$ cat config.mk
export PLATFORM = sky130hd
export DESIGN_NAME = i2c_master_write_read_top
export DESIGN_NICKNAME = d
export VERILOG_FILES = /design/src/rtl/i2cmwr_pkg.sv /design/src/rtl/i2cmwr_queue.sv /design/src/rtl/i2c_master_write_read_top.sv
export SDC_FILE = /design/constraint.sdc
export NUM_CORES = 1
export LEC_CHECK = 0
export BUFFER_PORTS_ARGS = -buffer_cell sky130_fd_sc_hd__buf_2
export CAP_MARGIN = 20
export CELL_PAD_IN_SITES_DETAIL_PLACEMENT = 0
export CELL_PAD_IN_SITES_GLOBAL_PLACEMENT = 1
export CORE_MARGIN = 5
export CORE_UTILIZATION = 49
export DETAILED_ROUTE_END_ITERATION = 10
export PLACE_DENSITY_LB_ADDON = 0.1
export SYNTH_ARGS = -nofsm -noshare
export SYNTH_HDL_FRONTEND = slang
export SYNTH_SLANG_ARGS = --single-unit
$ cat constraint.sdc
create_clock -name i_clk -period 12.7 [get_ports i_clk]
set_clock_uncertainty 0.15 [all_clocks]
set_input_delay 0.635 -clock i_clk [delete_from_list [all_inputs] [get_ports i_clk]]
set_output_delay 0.635 -clock i_clk [all_outputs]
set_load 0.01 [all_outputs]
$ cat src/rtl/i2cmwr_pkg.sv
// Shared types, request codes and bus timing tables of the I2C master.
package i2cmwr_pkg;

    localparam logic [1:0] REQ_TICK  = 2'd0;
    localparam logic [1:0] REQ_BEGIN = 2'd1;
    localparam logic [1:0] REQ_PUSH  = 2'd2;

    localparam logic [7:0] ADDR_RW_MASK  = 8'hfe;
    localparam logic [7:0] TEN_BIT_MASK  = 8'hf8;
    localparam logic [7:0] TEN_BIT_CODE  = 8'hf0;

    localparam int STEPS_PER_TICK = 4;

    typedef struct packed {
        logic [3:0] idle_gap;
        logic [3:0] hold_start;
        logic [3:0] low_time;
        logic [3:0] high_time;
        logic [3:0] setup_start;
        logic [3:0] setup_data;
        logic [3:0] rise;
        logic [3:0] fall;
        logic [3:0] setup_stop;
        logic [3:0] to_start;
        logic [3:0] to_byte;
        logic [3:0] to_bit;
        logic [3:0] to_ackstart;
        logic [3:0] to_ack;
    } t_timing;

    typedef struct packed {
        logic       push;
        logic       pop;
        logic [7:0] data;
    } t_q_ctl;

    typedef struct packed {
        logic       empty;
        logic       full;
        logic       last_slot;
        logic [7:0] head;
    } t_q_stat;

    function automatic t_timing f_timing(input logic fast);
        t_timing t;
        case (fast)
            1'b1: begin
                t = '{4'd2, 4'd1, 4'd2, 4'd1, 4'd1, 4'd1, 4'd1,
                      4'd1, 4'd1, 4'd2, 4'd2, 4'd2, 4'd2, 4'd2};
            end
            default: begin
                t = '{4'd5, 4'd4, 4'd5, 4'd4, 4'd5, 4'd2, 4'd2,
                      4'd2, 4'd4, 4'd5, 4'd5, 4'd5, 4'd5, 4'd5};
            end
        endcase
        return t;
    endfunction

endpackage

$ cat src/rtl/i2cmwr_queue.sv
// Write byte queue with a registered head byte.
module i2cmwr_queue #(
    parameter int QUEUE_DEPTH = 16
) (
    input  logic                 i_clk,
    input  logic                 i_rst_n,
    input  i2cmwr_pkg::t_q_ctl   i_ctl,
    output i2cmwr_pkg::t_q_stat  o_stat
);
    localparam int AW = (QUEUE_DEPTH > 1) ? $clog2(QUEUE_DEPTH) : 1;
    localparam int LW = $clog2(QUEUE_DEPTH + 1);
    localparam int SW = ((AW > LW) ? AW : LW) + 1;

    logic [7:0]    r_mem [QUEUE_DEPTH];
    logic [AW-1:0] r_head;
    logic [AW-1:0] n_head;
    logic [LW-1:0] r_level;
    logic [LW-1:0] n_level;
    logic [7:0]    r_head_byte;
    logic [SW-1:0] tail_sum;
    logic [AW-1:0] tail;

    always_comb begin
        tail_sum = SW'(r_head) + SW'(r_level);
        if (tail_sum >= SW'(QUEUE_DEPTH)) begin
            tail_sum = tail_sum - SW'(QUEUE_DEPTH);
        end
        tail = tail_sum[AW-1:0];
        n_head = r_head;
        if (i_ctl.pop) begin
            n_head = (r_head == AW'(QUEUE_DEPTH - 1)) ? '0 : r_head + AW'(1);
        end
        n_level = r_level;
        if (i_ctl.push) begin
            n_level = r_level + LW'(1);
        end else if (i_ctl.pop) begin
            n_level = r_level - LW'(1);
        end
    end

    always_ff @(posedge i_clk) begin
        if (i_ctl.push) begin
            r_mem[tail] <= i_ctl.data;
        end
        r_head_byte <= (i_ctl.push && tail == n_head) ? i_ctl.data : r_mem[n_head];
    end

    always_ff @(posedge i_clk) begin
        if (!i_rst_n) begin
            r_head  <= '0;
            r_level <= '0;
        end else begin
            r_head  <= n_head;
            r_level <= n_level;
        end
    end

    assign o_stat.empty     = (r_level == '0);
    assign o_stat.full      = (r_level == LW'(QUEUE_DEPTH));
    assign o_stat.last_slot = (r_level == LW'(QUEUE_DEPTH - 1));
    assign o_stat.head      = r_head_byte;

endmodule

$ cat src/rtl/i2c_master_write_read_top.sv
// Top level of the I2C master that runs a combined write-then-read transaction.
// Input channel: one request per transfer: a microsecond tick carrying the
// sampled clock and data lines, a begin request with address and byte counts,
// or a push of one write byte into the queue. Output channel: one result per
// accepted request with the line drives, a completed read byte, queue room,
// busy, done, status and a reject flag.
// The result of a request is registered at the edge that accepts it. The block
// takes one request per cycle while the receiver does not stall; the bus sequencer
// settles up to four phase steps of one tick within that request.
// Bus timing follows the standard or fast table set by the speed register; the
// user writes it through i_cfg_we / i_cfg_wdata while the block is idle; unchecked.
// Reset puts the sequencer in idle, both lines released, the queue empty and
// the standard table selected.
// While the receiver stalls, the result register holds its transfer and a new
// request is taken only in the cycle the held result is drained.
module i2c_master_write_read_top #(
    parameter int QUEUE_DEPTH = 16,
    parameter int COUNT_BITS  = 8
) (
    input  logic        i_clk,
    input  logic        i_rst_n,
    input  logic        i_cfg_we,
    input  logic        i_cfg_wdata,
    input  logic        i_in_valid,
    output logic        o_in_stall,
    input  logic [1:0]  i_req_type,
    input  logic [15:0] i_slave_address,
    input  logic [7:0]  i_write_count,
    input  logic [7:0]  i_read_count,
    input  logic [7:0]  i_write_byte,
    input  logic        i_scl_in,
    input  logic        i_sda_in,
    output logic        o_out_valid,
    input  logic        i_out_stall,
    output logic        o_scl_out,
    output logic        o_sda_out,
    output logic [7:0]  o_read_data,
    output logic        o_read_valid,
    output logic        o_queue_room,
    output logic        o_busy_res,
    output logic        o_done_res,
    output logic        o_status,
    output logic        o_rejected
);
    localparam int CW = (COUNT_BITS < 8) ? COUNT_BITS : 8;

    typedef enum logic [4:0] {
        PH_IDLE, PH_WAITCLK, PH_FETCH,
        PH_ST_A, PH_ST_B, PH_ST_C, PH_ST_D, PH_ST_E,
        PH_SB_A, PH_SB_B, PH_SB_C, PH_SB_D, PH_SB_E,
        PH_SA_A, PH_SA_B, PH_SA_S, PH_SA_E, PH_SA_F,
        PH_RX_NEXT, PH_RX_A, PH_RX_B, PH_RX_C, PH_RX_D,
        PH_SP_A, PH_SP_B, PH_SP_C, PH_SP_D, PH_SP_E
    } t_phase;

    typedef enum logic [3:0] {
        SG_START1, SG_ADDRW1, SG_ADDRW2, SG_WRITE, SG_START2,
        SG_ADDRR1, SG_ADDRR2, SG_READ, SG_STOP
    } t_stage;

    typedef struct packed {
        t_phase        phase;
        t_stage        stage;
        t_phase        resume;
        logic [2:0]    bit_idx;
        logic [7:0]    shift;
        logic [3:0]    delay;
        logic [3:0]    wcnt;
        logic [3:0]    wait_limit;
        logic [3:0]    bit_limit;
        logic          tx;
        logic          scl;
        logic          sda;
        logic [CW-1:0] writes;
        logic [CW-1:0] reads;
        logic [15:0]   addr;
        logic          err;
    } t_eng;

    typedef struct packed {
        logic       halt;
        logic       pop;
        logic       rvalid;
        logic [7:0] rdata;
        logic       done;
        logic       status;
    } t_evt;

    typedef struct packed {
        t_eng e;
        t_evt v;
    } t_ctx;

    function automatic t_ctx f_pause(input t_ctx c, input logic [3:0] d, input t_phase nx);
        t_ctx r;
        r = c;
        r.e.delay = d;
        r.e.phase = nx;
        return r;
    endfunction

    function automatic t_ctx f_await(input t_ctx c, input i2cmwr_pkg::t_timing t,
                                     input logic [3:0] lim, input t_phase nx);
        t_ctx r;
        r = c;
        r.e.delay      = t.rise;
        r.e.wcnt       = '0;
        r.e.wait_limit = lim;
        r.e.resume     = nx;
        r.e.phase      = PH_WAITCLK;
        return r;
    endfunction

    function automatic t_ctx f_finish(input t_ctx c, input logic st);
        t_ctx r;
        r = c;
        r.e.phase    = PH_IDLE;
        r.e.delay    = '0;
        r.e.scl      = 1'b1;
        r.e.sda      = 1'b1;
        r.v.done     = 1'b1;
        r.v.status   = st;
        return r;
    endfunction

    function automatic t_ctx f_fail(input t_ctx c);
        t_ctx r;
        r = c;
        if (c.e.stage == SG_START1 || c.e.stage == SG_START2 || c.e.stage == SG_STOP) begin
            r = f_finish(c, 1'b1);
        end else begin
            r.e.err   = 1'b1;
            r.e.stage = SG_STOP;
            r.e.phase = PH_SP_A;
        end
        return r;
    endfunction

    function automatic t_ctx f_start_byte(input t_ctx c, input i2cmwr_pkg::t_timing t,
                                          input logic [7:0] val, input t_stage st);
        t_ctx r;
        r = c;
        r.e.stage     = st;
        r.e.shift     = val;
        r.e.bit_idx   = 3'd7;
        r.e.tx        = val[7];
        r.e.bit_limit = t.to_byte;
        r.e.phase     = PH_SB_A;
        return r;
    endfunction

    function automatic t_ctx f_step(input t_ctx c, input i2cmwr_pkg::t_timing t,
                                    input logic scl, input logic sda,
                                    input i2cmwr_pkg::t_q_stat q);
        t_ctx       r;
        logic [7:0] prod;
        logic       single;
        logic [3:0] low_sum;
        logic [2:0] nb;
        r       = c;
        prod    = {4'd0, c.e.wcnt} * {4'd0, t.rise};
        low_sum = t.fall + t.low_time;
        nb      = c.e.bit_idx - 3'd1;
        single  = (c.e.addr[7:0] != 8'd0) &&
                  ((c.e.addr[7:0] & i2cmwr_pkg::TEN_BIT_MASK) != i2cmwr_pkg::TEN_BIT_CODE);
        case (c.e.phase)
            PH_WAITCLK: begin
                if (scl) begin
                    r.e.wcnt  = '0;
                    r.e.phase = c.e.resume;
                end else if (prod > {4'd0, c.e.wait_limit}) begin
                    r = f_fail(c);
                end else begin
                    if (c.e.wcnt != 4'd15) r.e.wcnt = c.e.wcnt + 4'd1;
                    r.e.delay = t.rise;
                    if (t.rise == 4'd0) r.v.halt = 1'b1;
                end
            end
            PH_FETCH: begin
                if (c.e.writes == '0) begin
                    r.e.stage = SG_START2;
                    r.e.phase = PH_ST_A;
                end else if (q.empty) begin
                    r.v.halt = 1'b1;
                end else begin
                    r.v.pop    = 1'b1;
                    r.e.writes = c.e.writes - CW'(1);
                    r = f_start_byte(r, t, q.head, SG_WRITE);
                end
            end
            PH_ST_A: begin
                r.e.scl = 1'b1;
                r.e.sda = 1'b1;
                r = f_await(r, t, t.to_start, PH_ST_B);
            end
            PH_ST_B: r = f_pause(c, t.setup_start, PH_ST_C);
            PH_ST_C: begin
                r.e.scl = 1'b1;
                r.e.sda = 1'b0;
                r = f_pause(r, t.hold_start, PH_ST_D);
            end
            PH_ST_D: begin
                r.e.scl = 1'b0;
                r.e.sda = 1'b0;
                r = f_pause(r, t.fall, PH_ST_E);
            end
            PH_ST_E: begin
                if (c.e.stage == SG_START1) begin
                    r = f_start_byte(c, t, c.e.addr[7:0] & i2cmwr_pkg::ADDR_RW_MASK, SG_ADDRW1);
                end else begin
                    r = f_start_byte(c, t, (c.e.addr[7:0] & i2cmwr_pkg::ADDR_RW_MASK) | 8'd1,
                                     SG_ADDRR1);
                end
            end
            PH_SB_A: begin
                r.e.scl = 1'b0;
                r.e.sda = c.e.tx;
                r = f_pause(r, t.setup_data, PH_SB_B);
            end
            PH_SB_B: begin
                r.e.scl = 1'b1;
                r.e.sda = c.e.tx;
                r = f_await(r, t, c.e.bit_limit, PH_SB_C);
            end
            PH_SB_C: r = f_pause(c, t.high_time, PH_SB_D);
            PH_SB_D: begin
                r.e.scl = 1'b0;
                r.e.sda = c.e.tx;
                r = f_pause(r, low_sum, PH_SB_E);
            end
            PH_SB_E: begin
                if (c.e.stage == SG_READ) begin
                    if (c.e.reads != '0) r.e.reads = c.e.reads - CW'(1);
                    r.e.phase = PH_RX_NEXT;
                end else if (c.e.bit_idx == 3'd0) begin
                    r.e.phase = PH_SA_A;
                end else begin
                    r.e.bit_idx   = nb;
                    r.e.tx        = c.e.shift[nb];
                    r.e.bit_limit = (nb == 3'd7) ? t.to_byte : t.to_bit;
                    r.e.phase     = PH_SB_A;
                end
            end
            PH_SA_A: begin
                r.e.scl = 1'b0;
                r.e.sda = 1'b1;
                r = f_pause(r, t.setup_data, PH_SA_B);
            end
            PH_SA_B: begin
                r.e.scl = 1'b1;
                r.e.sda = 1'b1;
                r = f_await(r, t, t.to_ackstart, PH_SA_S);
            end
            PH_SA_S: begin
                if (!sda) begin
                    r = f_pause(c, t.high_time, PH_SA_E);
                end else if (prod > {4'd0, t.to_ack}) begin
                    r = f_fail(c);
                end else begin
                    if (c.e.wcnt != 4'd15) r.e.wcnt = c.e.wcnt + 4'd1;
                    r.e.delay = t.rise;
                    if (t.rise == 4'd0) r.v.halt = 1'b1;
                end
            end
            PH_SA_E: begin
                r.e.scl = 1'b0;
                r.e.sda = 1'b1;
                r = f_pause(r, low_sum, PH_SA_F);
            end
            PH_SA_F: begin
                case (c.e.stage)
                    SG_ADDRW1: begin
                        if (single) begin
                            r.e.stage = SG_WRITE;
                            r.e.phase = PH_FETCH;
                        end else begin
                            r = f_start_byte(c, t, c.e.addr[15:8], SG_ADDRW2);
                        end
                    end
                    SG_ADDRR1: begin
                        if (single) begin
                            r.e.stage = SG_READ;
                            r.e.phase = PH_RX_NEXT;
                        end else begin
                            r = f_start_byte(c, t, c.e.addr[15:8], SG_ADDRR2);
                        end
                    end
                    SG_ADDRW2, SG_WRITE: begin
                        r.e.stage = SG_WRITE;
                        r.e.phase = PH_FETCH;
                    end
                    SG_ADDRR2: begin
                        r.e.stage = SG_READ;
                        r.e.phase = PH_RX_NEXT;
                    end
                    default: begin
                        r.e.stage = SG_STOP;
                        r.e.phase = PH_SP_A;
                    end
                endcase
            end
            PH_RX_NEXT: begin
                if (c.e.reads == '0) begin
                    r.e.stage = SG_STOP;
                    r.e.phase = PH_SP_A;
                end else begin
                    r.e.scl     = 1'b0;
                    r.e.sda     = 1'b1;
                    r.e.shift   = '0;
                    r.e.bit_idx = 3'd7;
                    r.e.phase   = PH_RX_A;
                end
            end
            PH_RX_A: begin
                r.e.scl = 1'b1;
                r.e.sda = 1'b1;
                r = f_await(r, t, (c.e.bit_idx == 3'd7) ? t.to_byte : t.to_bit, PH_RX_B);
            end
            PH_RX_B: begin
                r.e.shift = {c.e.shift[6:0], sda};
                r = f_pause(r, t.high_time, PH_RX_C);
            end
            PH_RX_C: begin
                r.e.scl = 1'b0;
                r.e.sda = 1'b1;
                r = f_pause(r, low_sum, PH_RX_D);
            end
            PH_RX_D: begin
                if (c.e.bit_idx == 3'd0) begin
                    r.v.rvalid    = 1'b1;
                    r.v.rdata     = c.e.shift;
                    r.e.tx        = (c.e.reads > CW'(1)) ? 1'b0 : 1'b1;
                    r.e.bit_limit = t.to_bit;
                    r.e.phase     = PH_SB_A;
                end else begin
                    r.e.bit_idx = nb;
                    r.e.phase   = PH_RX_A;
                end
            end
            PH_SP_A: begin
                r.e.scl = 1'b0;
                r.e.sda = 1'b0;
                r = f_pause(r, t.rise, PH_SP_B);
            end
            PH_SP_B: begin
                r.e.scl = 1'b1;
                r.e.sda = 1'b0;
                r = f_await(r, t, t.to_ack, PH_SP_C);
            end
            PH_SP_C: r = f_pause(c, t.setup_stop, PH_SP_D);
            PH_SP_D: begin
                r.e.scl = 1'b1;
                r.e.sda = 1'b1;
                r = f_pause(r, t.idle_gap, PH_SP_E);
            end
            PH_SP_E: r = f_finish(c, c.e.err);
            default: begin
                r.e.phase = PH_IDLE;
                r.v.halt  = 1'b1;
            end
        endcase
        return r;
    endfunction

    t_eng                r_eng;
    logic                r_speed;
    logic                r_out_valid;
    logic                r_scl;
    logic                r_sda;
    logic [7:0]          r_rdata;
    logic                r_rvalid;
    logic                r_room;
    logic                r_busy;
    logic                r_done;
    logic                r_status;
    logic                r_rej;
    t_ctx                n_ctx;
    logic                n_rej;
    logic                n_room;
    logic                accept;
    i2cmwr_pkg::t_timing tm;
    i2cmwr_pkg::t_q_ctl  q_ctl;
    i2cmwr_pkg::t_q_stat q_stat;

    i2cmwr_queue #(
        .QUEUE_DEPTH (QUEUE_DEPTH)
    ) u_queue (
        .i_clk   (i_clk),
        .i_rst_n (i_rst_n),
        .i_ctl   (q_ctl),
        .o_stat  (q_stat)
    );

    assign o_in_stall = r_out_valid && i_out_stall;
    assign accept     = i_in_valid && !o_in_stall;
    assign tm         = i2cmwr_pkg::f_timing(r_speed);

    always_comb begin
        n_ctx   = '{e: r_eng, v: '0};
        n_rej   = 1'b0;
        q_ctl   = '{push: 1'b0, pop: 1'b0, data: i_write_byte};
        case (i_req_type)
            i2cmwr_pkg::REQ_TICK: begin
                if (r_eng.delay != 4'd0) begin
                    n_ctx.e.delay = r_eng.delay - 4'd1;
                    if (n_ctx.e.delay != 4'd0) n_ctx.v.halt = 1'b1;
                end
                for (int i = 0; i < i2cmwr_pkg::STEPS_PER_TICK; i++) begin
                    if (!n_ctx.v.halt && n_ctx.e.delay == 4'd0) begin
                        n_ctx = f_step(n_ctx, tm, i_scl_in, i_sda_in, q_stat);
                    end
                end
                q_ctl.pop = accept && n_ctx.v.pop;
            end
            i2cmwr_pkg::REQ_BEGIN: begin
                if (r_eng.phase != PH_IDLE) begin
                    n_rej = 1'b1;
                end else begin
                    n_ctx.e.addr   = i_slave_address;
                    n_ctx.e.writes = i_write_count[CW-1:0];
                    n_ctx.e.reads  = i_read_count[CW-1:0];
                    n_ctx.e.err    = 1'b0;
                    n_ctx.e.delay  = '0;
                    n_ctx.e.stage  = SG_START1;
                    n_ctx.e.phase  = PH_ST_A;
                end
            end
            i2cmwr_pkg::REQ_PUSH: begin
                if (q_stat.full) begin
                    n_rej = 1'b1;
                end else begin
                    q_ctl.push = accept;
                end
            end
            default: ;
        endcase
        if (i_req_type == i2cmwr_pkg::REQ_PUSH && !q_stat.full) begin
            n_room = !q_stat.last_slot;
        end else if (n_ctx.v.pop) begin
            n_room = 1'b1;
        end else begin
            n_room = !q_stat.full;
        end
    end

    always_ff @(posedge i_clk) begin
        if (!i_rst_n) begin
            r_speed       <= 1'b0;
            r_out_valid   <= 1'b0;
            r_eng         <= '{phase: PH_IDLE, stage: SG_START1, resume: PH_IDLE,
                               scl: 1'b1, sda: 1'b1, default: '0};
        end else begin
            if (i_cfg_we) begin
                r_speed <= i_cfg_wdata;
            end
            if (accept) begin
                r_eng       <= n_ctx.e;
                r_out_valid <= 1'b1;
            end else if (!i_out_stall) begin
                r_out_valid <= 1'b0;
            end
        end
    end

    always_ff @(posedge i_clk) begin
        if (accept) begin
            r_scl    <= n_ctx.e.scl;
            r_sda    <= n_ctx.e.sda;
            r_rdata  <= n_ctx.v.rdata;
            r_rvalid <= n_ctx.v.rvalid;
            r_room   <= n_room;
            r_busy   <= (n_ctx.e.phase != PH_IDLE);
            r_done   <= n_ctx.v.done;
            r_status <= n_ctx.v.status;
            r_rej    <= n_rej;
        end
    end

    assign o_out_valid  = r_out_valid;
    assign o_scl_out    = r_scl;
    assign o_sda_out    = r_sda;
    assign o_read_data  = r_rdata;
    assign o_read_valid = r_rvalid;
    assign o_queue_room = r_room;
    assign o_busy_res   = r_busy;
    assign o_done_res   = r_done;
    assign o_status     = r_status;
    assign o_rejected   = r_rej;

endmodule

Word-level counts from Yosys, hierarchy flattened
Memories as Yosys holds them, arrays and structs flattened. A register that Yosys moved wholly into a read port is not among the register bits. Cells that the tools add are included.

Input bits: 50. Memories: 1. Memory bits (writable): 128. Word-level logic and storage cells: 658. Output and inout bits: 18. Register bits: 104.

$mul: 4. $lt $le $gt $ge: 17. Reductions and logical operators: 114. $add $sub $neg: 23. Equality and inequality tests: 163. Mux-type cells: 307.

Memory list: u_queue.r_mem (depth 16, bits a word 8, read ports 1, clocked after Yosys merged registers in 1, write ports 1, line i2cmwr_queue.sv:14) `logic [7:0] r_mem [QUEUE_DEPTH];`.

Operators by type and width (count): $mux W90 (12); $pmux W12 S20 (4); $mux W76 (8); $pmux W5 S22 (4); $mux W44 (8); $pmux W17 S5 (4); $mux W84 (4); $mux W81 (4); $mux W77 (4); $eq A5 B5 Y1 const B (49); $mux W57 (4); $pmux W8 S7 (4); $pmux W9 S6 (4); $mux W51 (4); $mux W25 (8); $pmux W5 S10 (4); $pmux W8 S6 (4); $eq A5 B4 Y1 const B (33); $mux W8 (20); $pmux W8 S5 (4); $mux W9 (17); $pmux W9 S4 (4); $pmux W5 S7 (4); $mux W5 (26); other kinds (65) (387).

Longest topological paths before layout
Depth in word-level cells: 42. Depth in mapped cells: 46.

Cells and area by module
Synthesis repeated with hierarchy kept, for this count alone.

Cells, all modules: 2566. Area, all modules: 20912.6 um^2.

Modules (own cells, without submodules): i2c_master_write_read_top (sequential area each 2062.0 um^2, area each 15143.3 um^2, times used 1, cells an instance 2261); i2cmwr_queue (sequential area each 4103.9 um^2, area each 5769.3 um^2, times used 1, cells an instance 305).

Least setup slack after synthesis
Ideal clock, no wire load.

Path type: register to register. Start point: register r_speed. End point: register r_sda (netlist: o_sda_out) (data pin). Buffers on the path: 4. Data arrival time: 8.967 ns. Slack: 3.437 ns. Stages on the path, launching flop included: 44. Period minus slack after synthesis: 9.263 ns. Cell sequence: dfxtp_1 -> clkbuf_1 -> clkbuf_1 -> clkbuf_1 -> buf_1 -> mux2_2 -> ha_1 -> a211oi_1 -> a21oi_2 -> o21ai_0 -> a31oi_1 -> a41oi_1 -> nor2_1 -> a21oi_1 -> ha_1 -> nor2b_1 -> o21a_1 -> o21a_1 -> [... 8 more ...] -> nor2_1 -> nor2_1 -> ha_1 -> o21ai_0 -> nand2b_1 -> a21oi_1 -> a41o_1 -> and2_1 -> o21ai_0 -> a2bb2oi_1 -> nor3_1 -> nor4b_1 -> and3_1 -> o21ai_2 -> or4_1 -> a2bb2oi_1 -> a21oi_1 -> a21oi_1.

RTL lines: start: declaration (line i2c_master_write_read_top.sv:366) `logic r_speed;`; start signal: assignment (line i2c_master_write_read_top.sv:454) `r_speed <= i_cfg_wdata;`; end signal: assignment (line i2c_master_write_read_top.sv:468) `r_sda <= n_ctx.e.sda;`; end: declaration (line i2c_master_write_read_top.sv:369) `logic r_sda;`.

Final worst setup path
Start point: register r_eng[75] (netlist name). End point: register r_eng[67] (netlist name).

Longest elaborated chain between the ends: 26.

Ends and longest elaborated chain: start: declaration (line i2c_master_write_read_top.sv:365) `t_eng r_eng;`; start signal: assignment (line i2c_master_write_read_top.sv:450) `r_eng <= '{phase: PH_IDLE, stage: SG_START1, resume: PH_IDLE,`; start signal: assignment (line i2c_master_write_read_top.sv:457) `r_eng <= n_ctx.e;`; branches (longest 2 deep; another with $pmux W12 S20); $mux W90 * (line i2c_master_write_read_top.sv:409) `if (!n_ctx.v.halt && n_ctx.e.delay == 4'd0) begin`; $mux W90 * (line i2c_master_write_read_top.sv:402) `case (i_req_type)`; branches (longest 7 deep; another with $mul A4 B4 Y8); $mux W90 * (line i2c_master_write_read_top.sv:409); $mux W90 * (line i2c_master_write_read_top.sv:402); branches (longest 7 deep; another with $mul A4 B4 Y8); $mux W90 * (line i2c_master_write_read_top.sv:409); $mux W90 * (line i2c_master_write_read_top.sv:402); $eq A5 B5 Y1 (tied with other cells) (line i2c_master_write_read_top.sv:166) `case (c.e.phase)`; $pmux W5 S10 or $logic_and A1 B1 Y1 (tied branches) (line i2c_master_write_read_top.sv:166, i2c_master_write_read_top.sv:409); $mux W90 * (line i2c_master_write_read_top.sv:409); $mux W90 * (line i2c_master_write_read_top.sv:402).

Every way passes the cells marked *. The select of a mux whose other input is x is not followed. A chain may end at the register's enable or synchronous reset.

==> out/metrics.yaml <==
yosys.area.top_type: "edfxtp_1"
fmax_mhz: 91.6
finalInstanceArea_sq_um: 22800
hold_ws_ns: 0.118
drive_above_1_share_pct: 14.0
cp-end-kind: "register"
reg2reg_depth: 39
synthArstFlopShare_pct: 0
synth_most_common_cell: "nor2_1"
vias: 22600
grt_pass1_vias: 21300
power_density_nw_per_um2: 112
fillers: 4061
min_from: "i_in_valid"
netlist_top_cells_area: "edfxtp_1 (21%), dfxtp_1 (8.7%), nor2_1 (5.1%), a21oi_1 (4.6%), mux4_2 (4.6%)"
synth_edf_count: 144
die_w_um: 217
drc: 0
grt_pass1_wl_um: 140000
htree_levels: 1
hold_violations: 0
r2r_start: "r_eng[75]$_SDFFE_PN0P_"
rsz0062_at_grt: "false"
cp_slowest_cell: "a211oi_1"
setup_tns_ns: 0
antenna_found_initial: 1
syn_area_per_cell_sq_um: 8.33
reg2reg_slack_ns: 1.78
nets: 2620
core_region_area_sq_um: 42800
cp_top_family: "compound AO/OA/AOI/OAI gates"
final.setup.worst_slack_ns: 1.78
slowest_delay_ns: 0.79
die_h_um: 217
crit_fanout: 28
holdPathStages: 2
ys_types: 128
die_area_sq_um: 47200
required_ns: 12.98
drt-initial-drc-count: 3459
dp_hpwl_um: 71600
synth_area_sq_um: 21100
setup_viol: 0
numCtsBuffers: 27
r2r-end: "r_eng[67]$_SDFFE_PN0P_"
track_usage_pct: 38.7
cts_tree: "built"
synth_commonest_cells: "nor2_1 (285), nand2_1 (256), a21oi_1 (194)"
synth_flop_cell: "edfxtp_1"
area_growth_pct: 8.20
crit_path_frequent_cell: "nor2_1"
placed_area_sq_um: 21800
hp-class: "in2reg"
ys_seq_area_share_pct: 29.3
critPathBufInv: 1
cts_resized: 0
synthCells: 2527
status: "completed"
whs_endpoint: "o_out_valid$_SDFFE_PN0P_"
p_leak_nw: 7.92
grt_max_degree: 68
clock-root-buffer: "clkbuf_16"
ys_ff_latch: 236
vias_per_cell: 7.32
pre_cts_slack_ns: 2.15
holdBufCountCts: 0
drtAntennaViolNets: 0
report.final.slew_viol_count: 0
first_pass_iters: 6
clock_latency_ns: 0.60
rows: 76
wirelength_um: 95600
worst-slew-pin-transition_ns: 1.20
num_io_pins: 68
clock_sinks: 236
finalCriticalPeriod_ns: 10.92
drt-wirelength-per-cell_um: 31.0
postCtsSetupBuffers: 0
arrival_ns: 11.20
clkTransAtPathRegs_ns: 0.06
critPathKind: "reg2reg"
slew_headroom_pct: 19.3
maxCapViolations: 0
clk_path_buf_depth: 3
grt_overflow: 0
place_congestion: 1.06
initial_core_util_pct: 49.2
syn_nets: 2628
portBuffers: 67
yosysWarnings: 0
period_share_pct: 86.0
yosysTopAreaCellShare_pct: 20.5
vdd_drop_max_mv: 0.121
startpoint_type: "register"
==> cell families after synthesis <==
family                   Yosys count  synth area share (%)
AND/OR/NAND/NOR                 1013                  24.3
adder cells (fa/ha/maj)           51                  3.10
multiplexers                     121                  8.51
buffers and inverters            222                  4.74
flip-flops                       236                  29.3
XOR/XNOR                          27                  1.12
AO/OA/AOI/OAI                    857                  28.9
==> final cells by class <==
class / instances / area [sq um] / share of cell area (%)
diodes: 1 / 2.50 / 0.0110
clock buffers: 34 / 766 / 3.36
multi-input cells: 2069 / 13900 / 61.2
well taps: 546 / 683 / 3.00
flip-flops and latches: 236 / 6170 / 27.1
clock inverters: 16 / 200 / 0.879
repair buffers: 133 / 826 / 3.63
inverters: 52 / 195 / 0.857
==> per-layer routing <==
layer | vias to the layer above | global-route usage (%) | part of all wire (%)
met5 | - | 1.67 | 0.15
met4 | 6 | 22.7 | 7.5
met3 | 420 | 11.0 | 12
met2 | 1680 | 59.6 | 43
met1 | 10700 | 48.6 | 37
li1 | 9752 | - | -
==> how the worst max path moves through the flow <==
stage / slack (ns) / cells past startpoint / startpoint / endpoint
3_3_place_gp: 2.26 / 39 / r_eng[75]$_SDFFE_PN0P_ / r_eng[67]$_SDFFE_PN0P_
6_report: 1.78 / 39 / r_eng[75]$_SDFFE_PN0P_ / r_eng[67]$_SDFFE_PN0P_
3_5_place_dp: 2.15 / 40 / r_speed$_SDFFE_PN0P_ / r_eng[67]$_SDFFE_PN0P_
5_1_grt: 1.15 / 38 / r_speed$_SDFFE_PN0P_ / r_eng[67]$_SDFFE_PN0P_
4_1_cts: 2.12 / 40 / r_speed$_SDFFE_PN0P_ / r_eng[67]$_SDFFE_PN0P_
2_1_floorplan: 3.44 / 43 / r_speed$_SDFFE_PN0P_ / o_sda_out$_DFFE_PP_
==> power by group <==
group,internal (mW),total (mW),switching (mW)
clock network,0.496,0.860,0.364
logic,0.240,0.831,0.591
registers,0.826,0.851,0.0250
total,1.56,2.54,0.980
==> worst reg2reg max path: cells and delay by family, from the launching register on <==
| family | cells | cell delay (ns) |
|---|---|---|
| AO/OA/AOI/OAI | 21 | 5.83 |
| AND/OR/NAND/NOR | 15 | 3.18 |
| flip-flops | 1 | 0.62 |
| adder cells (fa/ha/maj) | 2 | 0.55 |
| buffers and inverters | 1 | 0.42 |
==> state kept, by name (all words and copies together) (netlist names), 4 cells and up, named ones only <==
name,flops
o_read_data,8
r_eng,77
u_queue.r_head,4
u_queue.r_level,5
u_queue.r_mem,128
==> layout by cell type, fill, tap and decap left out, types with 25 or more instances in the layout <==
cell         n
edfxtp_1   144
o211ai_1    33
a31oi_1     36
and3_1      30
mux2i_1     58
nand2_1    256
a221oi_1    28
o21ai_0    156
nor4_1      30
mux4_2      43
buf_4       62
ha_1        49
clkbuf_16   30
nor3_1      86
and2_1      37
o22ai_1     25
nand3_1     54
a211oi_1    33
a21oi_1    194
buf_2       67
nor2_1     285
nand4_1     41
dfxtp_1     90
inv_1       48
a22oi_1     28
nor2b_1     33
nand2b_1    37
==> through the flow <==
step	util, %	cells	power [mW]
after global placement	50.9	3032	1.66
after floorplan	-	2527	1.38
after CTS	53.2	3082	2.51
after detailed placement	50.9	3032	1.65
after global routing	53.2	3086	2.62
final	53.2	3087	2.54
Note: power is estimated with default switching activity, not from simulation.
